File: src/lbs_pkg.sv
package lbs_pkg;

    localparam int MAX_BANDS     = 16;
    localparam int BAND_W        = 4;
    localparam int MAX_MULTIPOLE = 256;
    localparam int ELL_W         = 9;
    localparam int DEN_W         = 18;
    localparam int DIV_STEPS     = 57;
    localparam int MUL_W         = 48;
    localparam int PROD_W        = 96;
    localparam int CORDIC_STEPS  = 20;
    localparam int CW            = 33;
    localparam int AW            = 27;

    localparam logic signed [AW-1:0] FULL_TURN    = 27'sd23592960;
    localparam logic signed [AW-1:0] TWO_TURN     = 27'sd47185920;
    localparam logic signed [AW-1:0] HALF_TURN    = 27'sd11796480;
    localparam logic signed [AW-1:0] QUARTER_TURN = 27'sd5898240;
    localparam logic signed [CW-1:0] CORDIC_GAIN  = 33'sd652032875;
    localparam logic signed [63:0]   Q30_ONE      = 64'sd1073741824;
    localparam logic signed [47:0]   Q40_ONE      = 48'sd1099511627776;
    localparam logic signed [63:0]   S48_MAX      = 64'sd140737488355327;
    localparam logic signed [63:0]   S48_MIN      = -64'sd140737488355328;

    typedef struct packed {
        logic              neg;
        logic [PROD_W-1:0] mag;
    } lbs_prod_t;

    typedef struct packed {
        logic              flip;
        logic signed [AW-1:0] m;
    } lbs_angle_t;

    function automatic logic signed [AW-1:0] atan_deg(input logic [4:0] i);
        logic signed [AW-1:0] v;
        case (i)
            5'd0:  v = 27'sd2949120;
            5'd1:  v = 27'sd1740967;
            5'd2:  v = 27'sd919879;
            5'd3:  v = 27'sd466945;
            5'd4:  v = 27'sd234379;
            5'd5:  v = 27'sd117308;
            5'd6:  v = 27'sd58666;
            5'd7:  v = 27'sd29335;
            5'd8:  v = 27'sd14668;
            5'd9:  v = 27'sd7334;
            5'd10: v = 27'sd3667;
            5'd11: v = 27'sd1833;
            5'd12: v = 27'sd917;
            5'd13: v = 27'sd458;
            5'd14: v = 27'sd229;
            5'd15: v = 27'sd115;
            5'd16: v = 27'sd57;
            5'd17: v = 27'sd29;
            5'd18: v = 27'sd14;
            5'd19: v = 27'sd7;
            default: v = '0;
        endcase
        return v;
    endfunction

    // Product shifted right and rounded toward zero.
    function automatic logic signed [63:0] trunc_shift(input lbs_prod_t p, input int sh);
        logic [PROD_W-1:0] s;
        logic [63:0]       r;
        s = p.mag >> sh;
        r = s[63:0];
        return p.neg ? $signed(-r) : $signed(r);
    endfunction

    // Product shifted right by 30 with floor rounding.
    function automatic logic signed [63:0] floor30(input lbs_prod_t p);
        logic [PROD_W-1:0] s;
        logic [63:0]       r;
        s = p.mag >> 30;
        r = s[63:0];
        if (p.neg)
            r = -(r + {63'b0, |p.mag[29:0]});
        return $signed(r);
    endfunction

    function automatic logic signed [47:0] sat48(input logic signed [63:0] v);
        logic signed [47:0] r;
        if (v > S48_MAX)
            r = S48_MAX[47:0];
        else if (v < S48_MIN)
            r = S48_MIN[47:0];
        else
            r = v[47:0];
        return r;
    endfunction

    function automatic logic signed [63:0] sat_add64(input logic signed [63:0] a,
                                                     input logic signed [63:0] b);
        logic signed [64:0] s;
        logic signed [63:0] r;
        s = 65'(a) + 65'(b);
        if (s[64] != s[63])
            r = s[64] ? {1'b1, 63'b0} : {1'b0, {63{1'b1}}};
        else
            r = s[63:0];
        return r;
    endfunction

    // Brings an angle in [-720, 720) degrees into [-90, 90] degrees, noting a fold through 180.
    function automatic lbs_angle_t reduce_angle(input logic signed [AW-1:0] a);
        logic signed [AW-1:0] p1;
        logic signed [AW-1:0] p2;
        logic signed [AW-1:0] m1;
        logic signed [AW-1:0] r;
        logic signed [AW-1:0] h;
        lbs_angle_t           o;
        p1 = a + FULL_TURN;
        p2 = a + TWO_TURN;
        m1 = a - FULL_TURN;
        if (a < 0)
            r = (p1 < 0) ? p2 : p1;
        else
            r = (a >= FULL_TURN) ? m1 : a;
        h = (r >= HALF_TURN) ? r - FULL_TURN : r;
        if (h > QUARTER_TURN) begin
            o.m    = HALF_TURN - h;
            o.flip = 1'b1;
        end
        else if (h < -QUARTER_TURN) begin
            o.m    = -HALF_TURN - h;
            o.flip = 1'b1;
        end
        else begin
            o.m    = h;
            o.flip = 1'b0;
        end
        return o;
    endfunction

endpackage

File: src/lbs_div.sv
module lbs_div (
    input  logic                              clk,
    input  logic                              rst_n,
    input  logic                              start,
    input  logic signed [63:0]                num,
    input  logic [lbs_pkg::DEN_W-1:0]         den,
    output logic                              done,
    output logic signed [63:0]                quo
);
    import lbs_pkg::*;

    logic [5:0]           cnt_reg;
    logic                 busy_reg;
    logic                 done_reg;
    logic                 neg_reg;
    logic [DIV_STEPS-1:0] mag_reg;
    logic [DEN_W-1:0]     den_reg;
    logic [DEN_W-1:0]     rem_reg;
    logic [DEN_W:0]       trial;
    logic                 fits;
    logic [63:0]          num_abs;
    logic [63:0]          q_abs;

    assign num_abs = num[63] ? 64'(-num) : 64'(num);
    assign trial   = {rem_reg, mag_reg[DIV_STEPS-1]};
    assign fits    = trial >= {1'b0, den_reg};
    assign q_abs   = {{(64-DIV_STEPS){1'b0}}, mag_reg};

    always_ff @(posedge clk or negedge rst_n)
    begin
        if (!rst_n) begin
            cnt_reg  <= '0;
            busy_reg <= 1'b0;
            done_reg <= 1'b0;
        end
        else if (start) begin
            cnt_reg  <= '0;
            busy_reg <= 1'b1;
            done_reg <= 1'b0;
        end
        else if (busy_reg) begin
            cnt_reg <= cnt_reg + 6'd1;
            if (cnt_reg == 6'(DIV_STEPS - 1)) begin
                busy_reg <= 1'b0;
                done_reg <= 1'b1;
            end
        end
        else begin
            done_reg <= 1'b0;
        end
    end

    // Restoring division: the quotient bits shift in as the dividend shifts out.
    always_ff @(posedge clk)
    begin
        if (start) begin
            neg_reg <= num[63];
            mag_reg <= num_abs[DIV_STEPS-1:0];
            den_reg <= den;
            rem_reg <= '0;
        end
        else if (busy_reg) begin
            rem_reg <= fits ? DEN_W'(trial - {1'b0, den_reg}) : trial[DEN_W-1:0];
            mag_reg <= {mag_reg[DIV_STEPS-2:0], fits};
        end
    end

    assign done = done_reg;
    assign quo  = neg_reg ? $signed(-q_abs) : $signed(q_abs);

endmodule

File: config.mk
export PLATFORM = sky130hd
export DESIGN_NAME = lbs_div
export DESIGN_NICKNAME = d
export VERILOG_FILES = /design/src/lbs_pkg.sv /design/src/lbs_div.sv
export SDC_FILE = /design/constraint.sdc
export NUM_CORES = 1
export LEC_CHECK = 0
export BUFFER_PORTS_ARGS = -buffer_cell sky130_fd_sc_hd__buf_2
export CORE_MARGIN = 2
export CORE_UTILIZATION = 39
export CTS_CLUSTER_SIZE = 10
export DETAILED_ROUTE_END_ITERATION = 16
export PLACE_DENSITY_LB_ADDON = 0.12
export RECOVER_POWER = 25
export SYNTH_ARGS = -nofsm -noshare
export SYNTH_HDL_FRONTEND = slang
export SYNTH_SLANG_ARGS = --single-unit
File: constraint.sdc
create_clock -name clk -period 2.3 [get_ports clk]
set_input_delay 0.115 -clock clk [delete_from_list [all_inputs] [get_ports clk]]
set_output_delay 0.115 -clock clk [all_outputs]
set_load 0.02 [all_outputs]
==> flow_summary.toml <==
[sta]
post-route-period-util_pct = 126.9
setup-tns-final_ns = -24.04
rsz0062_at_grt = "yes"
finalWorstSetupSlack_ns = -0.6181
timing.final.hold_violations = 0
timing.final.crit_period_ns = 2.918
maxSlewViolCount = 85
clock_skew_ns = 0.01127
setup_viol = 62
fmax_ghz = 0.3427
maxSlewHeadroom_pct = -5.808
worstMarginPinSlew_ns = 1.587

[critical_path]
path_depth = 9
path_common_cell = "buf_4"
cp_max_fo = 6
rr_worst_depth = 11
crit_type = "reg2out"
worstReg2RegEnd = "rem_reg[8]$_SDFFE_PP0P_"
crit_chain = "or4_4 -> or3_4 -> nor3_4 -> buf_12 -> nand2_4 -> buf_4 -> o31ai_4 -> xnor2_2 -> buf_4"
regToRegSetupSlack_ns = -0.11
critPathRequiredTime_ns = 2.18
critPathSlowestCell = "or4_4"
cp_top_family = "simple AND/OR/NAND/NOR gates"
max_stage_delay_ns = 0.55
arrival_ns = 2.80
startpoint_type = "register"
r2r-start = "mag_reg[56]$_DFFE_PP_"
end_kind = "output port"
critPathBufInv = 3

[placed_design]
dp_hpwl_um = 17880
io_buffer_count = 143
gp_congestion = 0.8601
place_area_um2 = 10190

[global_routing]
grt_pass1_vias = 7426
grt_max_degree = 85
track_usage_pct = 22.45
grt_overflow = 0
antenna_found_initial = 0
grt_pass1_wl_um = 38500

[clock_tree]
htreeDepth = 3
clkSlewWorstSetupHoldPaths_ns = 0.07
clock-root-buffer = "clkbuf_16"
clk_latency_ns = 0.36
cts_tree = "yes"
numClockSinks = 102
cts_buffers = 9
clock_tree.buffer_depth = 2

[logic_synthesis]
ys_ff_latch = 102
syn_area_per_cell_um2 = 8.835
synth_top_area_cell = "edfxtp_1"
ys_seq_area_share_pct = 36.60
ys_types = 58
synth_area_leaders = "edfxtp_1 29%, xnor2_1 7.1%, xor2_1 7.0%, a21oi_1 5.1%, nor2_1 4.9%"
async_flop_share_pct = 7.843
synth_flop_cell = "edfxtp_1"
synth.top_cell.area_share_pct = 29.39
synth_cells = 879
synth-edff-count = 76
synth_area_um2 = 7766
yosys_warnings = 0
syn-num-nets = 987

[routing]
postRouteAntennaNets = 0
dr_total_vias = 7762
firstDrtPassIters = 5
viasPerCell = 5.338
drtIter0Drc = 572
totalWireLength_um = 24470
post_drt_wl_per_cell_um = 16.83
drc = 0

[floorplan]
coreArea_um2 = 19530
die_y_um = 145.1
rows = 51
die_w_um = 145.1
boundaryPins = 150
initial_utilization_pct = 39.77
die_area_um2 = 21060

[hold_path]
hold_depth = 3
whs_endpoint = "mag_reg[0]$_DFFE_PP_"
min_from = "num[0]"
hold_path_class = "in2reg"

[outcome]
status = "complete, but fails checks"
violations = "max-capacitance violations, max-slew violations, negative setup slack"

[final_layout]
layout_common_cells = "208 x buf_4, 95 x nor2_1, 85 x buf_2, 76 x edfxtp_1, 74 x a21oi_1"
nNetsFinal = 1292
final_area_um2 = 11790
area_growth_syn_to_layout_pct = 51.80
mostFrequentLayoutCell = "buf_4"
antenna_cells = 0
fillCellCount = 1710
layout-drive-gt1-share_pct = 42.14
largest_reg_flops = 57

[power]
p_per_area_nw_per_um2 = 707.2
leakage_nw = 4.929
vdd_drop_max_mv = 0.4369

[job]
drv_cap = 1
-- synthesized netlist by cell type (all sizes together), types with 11 or more instances --
cell,n
nand4,13
or3,22
edfxtp,76
dfxtp,18
or4,19
xnor2,63
buf,11
inv,29
nor2,101
o21ai,58
a21oi,79
nor3,13
o31ai,37
xor2,62
ha,22
nand3,20
nand2,61
clkbuf,41
o41ai,24
-- logic make-up after synthesis --
group           count (synthesis)  share of synthesized area, %
xor+xnor                      125                         14.10
buf+inv                        82                         4.044
simple gates                  292                         19.16
flops                         102                         36.60
mux                             3                        0.4028
fa+ha+maj                      23                         3.802
compound gates                252                         21.89
-- worst register-to-register path, stage by stage, from the launching register on --
cell and delay, ns:
edfxtp_1 0.40, inv_1 0.08, ha_2 0.18, inv_2 0.04
fa_2 0.42, a211oi_4 0.32, o21ai_2 0.10, a31oi_1 0.17
buf_4 0.18, xnor2_2 0.11, o21ai_1 0.08, a311oi_1 0.23
-- worst max-delay path by stage --
| stage | start | end | slack [ns] |
|---|---|---|---|
| global placement | mag_reg[14]$_DFFE_PP_ | quo[46] | -0.32 |
| global route | mag_reg[11]$_DFFE_PP_ | quo[53] | -0.71 |
| floorplan | mag_reg[14]$_DFFE_PP_ | quo[46] | -0.13 |
| CTS | mag_reg[14]$_DFFE_PP_ | quo[27] | -0.65 |
| finish | mag_reg[11]$_DFFE_PP_ | quo[27] | -0.62 |
| detailed placement | mag_reg[14]$_DFFE_PP_ | quo[54] | -0.35 |
-- power breakdown --
group | internal (W) | total [W] | switching [W]
clock network | 0.000851 | 0.00156 | 0.000713
logic | 0.00196 | 0.00422 | 0.00226
registers | 0.00231 | 0.00255 | 0.000244
total | 0.00512 | 0.00834 | 0.00322
-- per-layer routing --
layer / part of all wire (%) / vias to the layer above / track usage (%) / routed length (um)
li1: - / 3863 / - / -
met1: 48 / 3660 / 33.06 / 11820
met2: 46 / 213 / 34.90 / 11170
met3: 4.5 / 26 / 2.736 / 1102
met4: 1.5 / 0 / 5.980 / 376
met5: 0 / - / 0 / 0
-- final cells by class --
class	count	area [um2]	share of cell area [%]
multi-input cells	695	5669	48.09
flip-flops and latches	102	2844	24.12
inverters	30	112.6	0.9552
clock inverters	5	58.81	0.4988
clock buffers	11	232.7	1.974
well taps	265	331.6	2.813
repair buffers	346	2540	21.55
-- per-stage QoR --
stage / hold slack (ns) / util, % / setup WS, ns / total power, W / std cells
CTS: 0.1470 / 56.82 / -0.6468 / 0.007914 / 1437
global route: 0.1663 / 60.37 / -0.7064 / 0.008813 / 1454
finish: 0.1555 / 60.37 / -0.6181 / 0.008337 / 1454
global placement: -0.03307 / 52.17 / -0.3170 / 0.006154 / 1398
floorplan: -0.1806 / - / -0.1269 / 0.004795 / 879
detailed placement: -0.02773 / 52.17 / -0.3458 / 0.006170 / 1398
-- what timing repair did --
action	in CTS	in global routing
hold endpoints to repair	26	0
pin swaps	24	60
setup endpoints to repair	58	73
cloned	0	1
gates resized for setup	103	129
hold buffers	19	0
setup buffers	4	18
Power figures use the tool's default switching activity.
