File: src/lbs_pkg.sv
package lbs_pkg;

    localparam int MAX_BANDS     = 16;
    localparam int BAND_W        = 4;
    localparam int MAX_MULTIPOLE = 256;
    localparam int ELL_W         = 9;
    localparam int DEN_W         = 18;
    localparam int DIV_STEPS     = 57;
    localparam int MUL_W         = 48;
    localparam int PROD_W        = 96;
    localparam int CORDIC_STEPS  = 20;
    localparam int CW            = 33;
    localparam int AW            = 27;

    localparam logic signed [AW-1:0] FULL_TURN    = 27'sd23592960;
    localparam logic signed [AW-1:0] TWO_TURN     = 27'sd47185920;
    localparam logic signed [AW-1:0] HALF_TURN    = 27'sd11796480;
    localparam logic signed [AW-1:0] QUARTER_TURN = 27'sd5898240;
    localparam logic signed [CW-1:0] CORDIC_GAIN  = 33'sd652032875;
    localparam logic signed [63:0]   Q30_ONE      = 64'sd1073741824;
    localparam logic signed [47:0]   Q40_ONE      = 48'sd1099511627776;
    localparam logic signed [63:0]   S48_MAX      = 64'sd140737488355327;
    localparam logic signed [63:0]   S48_MIN      = -64'sd140737488355328;

    typedef struct packed {
        logic              neg;
        logic [PROD_W-1:0] mag;
    } lbs_prod_t;

    typedef struct packed {
        logic              flip;
        logic signed [AW-1:0] m;
    } lbs_angle_t;

    function automatic logic signed [AW-1:0] atan_deg(input logic [4:0] i);
        logic signed [AW-1:0] v;
        case (i)
            5'd0:  v = 27'sd2949120;
            5'd1:  v = 27'sd1740967;
            5'd2:  v = 27'sd919879;
            5'd3:  v = 27'sd466945;
            5'd4:  v = 27'sd234379;
            5'd5:  v = 27'sd117308;
            5'd6:  v = 27'sd58666;
            5'd7:  v = 27'sd29335;
            5'd8:  v = 27'sd14668;
            5'd9:  v = 27'sd7334;
            5'd10: v = 27'sd3667;
            5'd11: v = 27'sd1833;
            5'd12: v = 27'sd917;
            5'd13: v = 27'sd458;
            5'd14: v = 27'sd229;
            5'd15: v = 27'sd115;
            5'd16: v = 27'sd57;
            5'd17: v = 27'sd29;
            5'd18: v = 27'sd14;
            5'd19: v = 27'sd7;
            default: v = '0;
        endcase
        return v;
    endfunction

    // Product shifted right and rounded toward zero.
    function automatic logic signed [63:0] trunc_shift(input lbs_prod_t p, input int sh);
        logic [PROD_W-1:0] s;
        logic [63:0]       r;
        s = p.mag >> sh;
        r = s[63:0];
        return p.neg ? $signed(-r) : $signed(r);
    endfunction

    // Product shifted right by 30 with floor rounding.
    function automatic logic signed [63:0] floor30(input lbs_prod_t p);
        logic [PROD_W-1:0] s;
        logic [63:0]       r;
        s = p.mag >> 30;
        r = s[63:0];
        if (p.neg)
            r = -(r + {63'b0, |p.mag[29:0]});
        return $signed(r);
    endfunction

    function automatic logic signed [47:0] sat48(input logic signed [63:0] v);
        logic signed [47:0] r;
        if (v > S48_MAX)
            r = S48_MAX[47:0];
        else if (v < S48_MIN)
            r = S48_MIN[47:0];
        else
            r = v[47:0];
        return r;
    endfunction

    function automatic logic signed [63:0] sat_add64(input logic signed [63:0] a,
                                                     input logic signed [63:0] b);
        logic signed [64:0] s;
        logic signed [63:0] r;
        s = 65'(a) + 65'(b);
        if (s[64] != s[63])
            r = s[64] ? {1'b1, 63'b0} : {1'b0, {63{1'b1}}};
        else
            r = s[63:0];
        return r;
    endfunction

    // Brings an angle in [-720, 720) degrees into [-90, 90] degrees, noting a fold through 180.
    function automatic lbs_angle_t reduce_angle(input logic signed [AW-1:0] a);
        logic signed [AW-1:0] p1;
        logic signed [AW-1:0] p2;
        logic signed [AW-1:0] m1;
        logic signed [AW-1:0] r;
        logic signed [AW-1:0] h;
        lbs_angle_t           o;
        p1 = a + FULL_TURN;
        p2 = a + TWO_TURN;
        m1 = a - FULL_TURN;
        if (a < 0)
            r = (p1 < 0) ? p2 : p1;
        else
            r = (a >= FULL_TURN) ? m1 : a;
        h = (r >= HALF_TURN) ? r - FULL_TURN : r;
        if (h > QUARTER_TURN) begin
            o.m    = HALF_TURN - h;
            o.flip = 1'b1;
        end
        else if (h < -QUARTER_TURN) begin
            o.m    = -HALF_TURN - h;
            o.flip = 1'b1;
        end
        else begin
            o.m    = h;
            o.flip = 1'b0;
        end
        return o;
    endfunction

endpackage

File: src/lbs_mul.sv
module lbs_mul (
    input  logic                      clk,
    input  logic                      rst_n,
    input  logic                      start,
    input  logic signed [lbs_pkg::MUL_W-1:0] a,
    input  logic signed [lbs_pkg::MUL_W-1:0] b,
    output logic                      done,
    output lbs_pkg::lbs_prod_t        prod
);
    import lbs_pkg::*;

    localparam int HW = MUL_W / 2;

    logic [2:0]        cnt_reg;
    logic              busy_reg;
    logic              done_reg;
    logic [MUL_W-1:0]  ua_reg;
    logic [MUL_W-1:0]  ub_reg;
    logic              neg_reg;
    logic [MUL_W-1:0]  pp_reg;
    logic [1:0]        ppsh_reg;
    logic [PROD_W-1:0] acc_reg;
    logic [HW-1:0]     pa;
    logic [HW-1:0]     pb;
    logic [PROD_W-1:0] pp_shifted;

    // Four partial products of 24-bit halves, low by low first.
    assign pa = cnt_reg[1] ? ua_reg[MUL_W-1:HW] : ua_reg[HW-1:0];
    assign pb = cnt_reg[0] ? ub_reg[MUL_W-1:HW] : ub_reg[HW-1:0];

    always_comb
    begin
        case (ppsh_reg)
            2'd0:    pp_shifted = {{(PROD_W-MUL_W){1'b0}}, pp_reg};
            2'd1:    pp_shifted = {{(PROD_W-MUL_W){1'b0}}, pp_reg} << HW;
            2'd2:    pp_shifted = {{(PROD_W-MUL_W){1'b0}}, pp_reg} << MUL_W;
            default: pp_shifted = '0;
        endcase
    end

    always_ff @(posedge clk or negedge rst_n)
    begin
        if (!rst_n) begin
            cnt_reg  <= '0;
            busy_reg <= 1'b0;
            done_reg <= 1'b0;
        end
        else if (start) begin
            cnt_reg  <= '0;
            busy_reg <= 1'b1;
            done_reg <= 1'b0;
        end
        else if (busy_reg) begin
            cnt_reg <= cnt_reg + 3'd1;
            if (cnt_reg == 3'd4) begin
                busy_reg <= 1'b0;
                done_reg <= 1'b1;
            end
        end
        else begin
            done_reg <= 1'b0;
        end
    end

    always_ff @(posedge clk)
    begin
        if (start) begin
            ua_reg  <= a[MUL_W-1] ? MUL_W'(-a) : MUL_W'(a);
            ub_reg  <= b[MUL_W-1] ? MUL_W'(-b) : MUL_W'(b);
            neg_reg <= a[MUL_W-1] ^ b[MUL_W-1];
            acc_reg <= '0;
        end
        else if (busy_reg) begin
            if (cnt_reg != 3'd4) begin
                pp_reg   <= pa * pb;
                ppsh_reg <= 2'(cnt_reg[1] + cnt_reg[0]);
            end
            if (cnt_reg != 3'd0)
                acc_reg <= acc_reg + pp_shifted;
        end
    end

    assign done     = done_reg;
    assign prod.neg = neg_reg;
    assign prod.mag = acc_reg;

endmodule

File: config.mk
export PLATFORM = sky130hd
export DESIGN_NAME = lbs_mul
export DESIGN_NICKNAME = d
export VERILOG_FILES = /design/src/lbs_pkg.sv /design/src/lbs_mul.sv
export SDC_FILE = /design/constraint.sdc
export NUM_CORES = 2
export LEC_CHECK = 0
export ABC_AREA = 1
export BUFFER_PORTS_ARGS = -buffer_cell sky130_fd_sc_hd__buf_2
export CAP_MARGIN = 20
export CORE_ASPECT_RATIO = 0.5
export CORE_MARGIN = 3
export CORE_UTILIZATION = 55
export CTS_BUF_LIST = sky130_fd_sc_hd__clkbuf_4
export DETAILED_ROUTE_END_ITERATION = 16
export PLACE_DENSITY_LB_ADDON = 0.3
export REMOVE_ABC_BUFFERS = 1
export SYNTH_ARGS = -nofsm -noshare
export SYNTH_HDL_FRONTEND = slang
export SYNTH_SLANG_ARGS = --single-unit
File: constraint.sdc
create_clock -name clk -period 11.29 [get_ports clk]
set_clock_uncertainty 0.05 [all_clocks]
set_input_delay 0.5645 -clock clk [delete_from_list [all_inputs] [get_ports clk]]
set_output_delay 0.5645 -clock clk [all_outputs]
set_load 0.02 [all_outputs]
==> impl_metrics.yaml <==
clocking:
  clock_path_buffers: 3
  cts_tree: "built"
  cts_inserted_buffers: 68
  htree_num_levels: 3
  clkSinkCount: 248
  post_cts_buffers: 0
  path_clk_slew_ps: 60
  insertion_delay_ps: 980
  clock-root-buffer: "clkbuf_4"
logic_synthesis:
  yosysWarnings: 0
  synth_top_area_share_pct: 23.40
  async_reset_ff_share_pct: 2.016
  synthTopCellsByCount: "nand2_1 (1535), inv_1 (1442), nor2_1 (886)"
  yosysSeqAreaShare_pct: 15.64
  synth_area_leaders: "fa_1 (23%), nand2_1 (14%), inv_1 (13%)"
  yosys.area.top_type: "fa_1"
  synth_edf_count: 147
  ys_seq_elements: 248
  syn_area_per_cell_um2: 6.809
  synthFlopType: "edfxtp_1"
  ys_types: 56
  yosysMostFrequentCell: "nand2_1"
  synth_area_um2: 41320
  syn-instance-count: 6068
timing:
  finalHoldViolCount: 0
  fmax_mhz: 117.3
  tightestPinTransition_ps: 982.7
  rsz0062_at_grt: "false"
  tns_ps: 0
  period_share_pct: 75.51
  slew_violations: 0
  fin_crit_ps: 8525
  setup_viol_count_final: 0
  slew_headroom_pct: 34.49
setup_path:
  end_kind: "register"
  worst-setup-path-type: "reg2reg"
  cp_max_fo: 27
  cp-start-kind: "register"
  cp.arrival_ps: 9140
  reg2reg_slack_ps: 2770
  crit_required_ps: 11910
layout:
  largest_reg_flops: 96
  design_area_um2: 45130
  drive_gt1_share_pct: 8.685
  syn_to_final_growth_pct: 9.233
  filler_cell_count: 7042
  num-nets-final: 7184
placed_design:
  gp_congestion: 1.059
  port_buffers: 196
  placed_area_um2: 43400
  dp_hpwl_mm: 122.3
route:
  drtIter0Drc: 4032
  drc: 0
  wl_mm: 151.1
  wl_per_cell_um: 20.43
  firstDrtPassIters: 7
  final_antenna_net_count: 0
  vias: 40110
  avgViaCountPerCell: 5.424
global_routing:
  grt_pass1_vias: 40170
  antenna_found_initial: 5
  grt_pass1_wl_mm: 229.2
  grt.total_usage_pct: 38.52
  grt_max_degree: 146
  gr-total-overflow: 0
run:
  drv_cap: 0
status:
  run_status: "finished clean"
floorplan:
  start_util_pct: 56.03
  fp-row-count: 70
  die_w_um: 393.6
  io-pin-count: 197
  dieArea_um2: 78650
  core_area_um2: 73750
  die_h_um: 199.8
min_path:
  hp-class: "in2reg"
==> placed cells by master, fill, tap and decap left out, types with 4 or more instances in the layout <==
| cell | synthesis | layout |
|---|---|---|
| xnor2_1 | 37 | 37 |
| inv_1 | 1442 | 1442 |
| edfxtp_1 | 147 | 147 |
| diode_2 | 0 | 9 |
| a31oi_1 | 14 | 14 |
| nand2_2 | 11 | 11 |
| a21o_1 | 5 | 5 |
| dfrtp_1 | 5 | 5 |
| nand2_1 | 1535 | 1535 |
| nor2_2 | 41 | 41 |
| o21ai_0 | 144 | 128 |
| nor3_2 | 9 | 9 |
| o22ai_1 | 48 | 48 |
| nor4_1 | 18 | 18 |
| nand3_1 | 173 | 173 |
| buf_4 | 1 | 51 |
| clkinv_1 | 7 | 17 |
| inv_2 | 28 | 31 |
| and2_1 | 8 | 8 |
| nand3_2 | 12 | 12 |
| clkinv_2 | 0 | 6 |
| dfxtp_1 | 96 | 96 |
| ha_1 | 273 | 273 |
| nor2_4 | 6 | 7 |
| nor2_1 | 886 | 885 |
| buf_2 | 62 | 195 |
| nor3_1 | 39 | 39 |
| clkbuf_4 | 0 | 98 |
| o21ai_2 | 16 | 21 |
| dlygate4sd3_1 | 0 | 86 |
| o31ai_1 | 4 | 4 |
| nand4_1 | 53 | 53 |
| xor2_1 | 139 | 139 |
| fa_1 | 483 | 483 |
| o21bai_1 | 22 | 22 |
| o21ai_1 | 13 | 24 |
| or2_2 | 49 | 49 |
| a21oi_1 | 129 | 129 |
==> worst max-delay path, stage by stage, from the launching register on <==
cell and delay [ps]:
dfrtp_1 350, buf_4 240, inv_2 320, or2_2 190, o21ai_2 50, buf_4 220
inv_1 600, nand2_1 200, fa_1 580, inv_1 60, fa_1 530, inv_1 50
fa_1 500, inv_1 50, fa_1 490, fa_1 530, fa_1 550, inv_1 60
fa_1 530, inv_1 40, ha_1 360, nand2_1 160, o21bai_1 130, a21boi_0 420
nor2_1 70, nor3_1 510, nand3_1 170, xor2_1 180
==> final timing paths <==
kind,from,endpoint,cells past startpoint
setup / recovery,cnt_reg[1],pp_reg[43],27
hold / removal,b[21],ub_reg[21],3
setup reg to reg,cnt_reg[1],pp_reg[43],27
hold reg to reg,done,done,2
max in group asynchronous,rst_n,done,3
min in group asynchronous,rst_n,cnt_reg[2],3
==> final cells by class <==
type	instances	area (um^2)	share of cell area, %
Multi-Input combinational cell	4198	28730	63.65
Sequential cell	248	6461	14.32
Inverter	1477	5544	12.28
Timing Repair Buffer	336	2277	5.046
Tap cell	1008	1261	2.794
Clock buffer	98	735.7	1.630
Clock inverter	22	102.6	0.2273
Antenna cell	9	22.52	0.04990
==> kinds of logic (layout without fill, tap and decap cells) <==
kind of cell,Yosys count,in the layout,synth area share (%)
fa+ha+maj,756,756,31.67
simple gates,2852,2852,28.26
buf+inv,1622,1933,14.93
other cells,0,9,0
mux,2,2,0.04845
flops,248,248,15.64
xor+xnor,177,177,3.770
compound gates,411,411,5.681
==> through the flow <==
stage	cells	hold slack (ps)	util, %	setup slack [ps]
finish	7396	90.49	61.20	2765
global route	7394	5.996	61.19	2447
CTS	7386	1.230	61.15	2863
detailed placement	7180	377.4	58.84	2889
global placement	7179	374.1	58.82	2221
floorplan	5923	218.9	-	3856
==> what timing repair did <==
item,CTS,global route
setup endpoints to repair,0,0
hold endpoints to repair,101,0
gates resized for setup,0,0
hold buffers,86,0
==> routing by layer <==
metal	share of wire [%]	track usage (%)
met5	0.032	0.4608
met4	5.8	20.13
met3	11	10.30
met2	43	61.60
met1	40	48.53
Power is not shown: default switching activity piles up to over one toggle a cycle in this logic, so the estimate is an artifact.
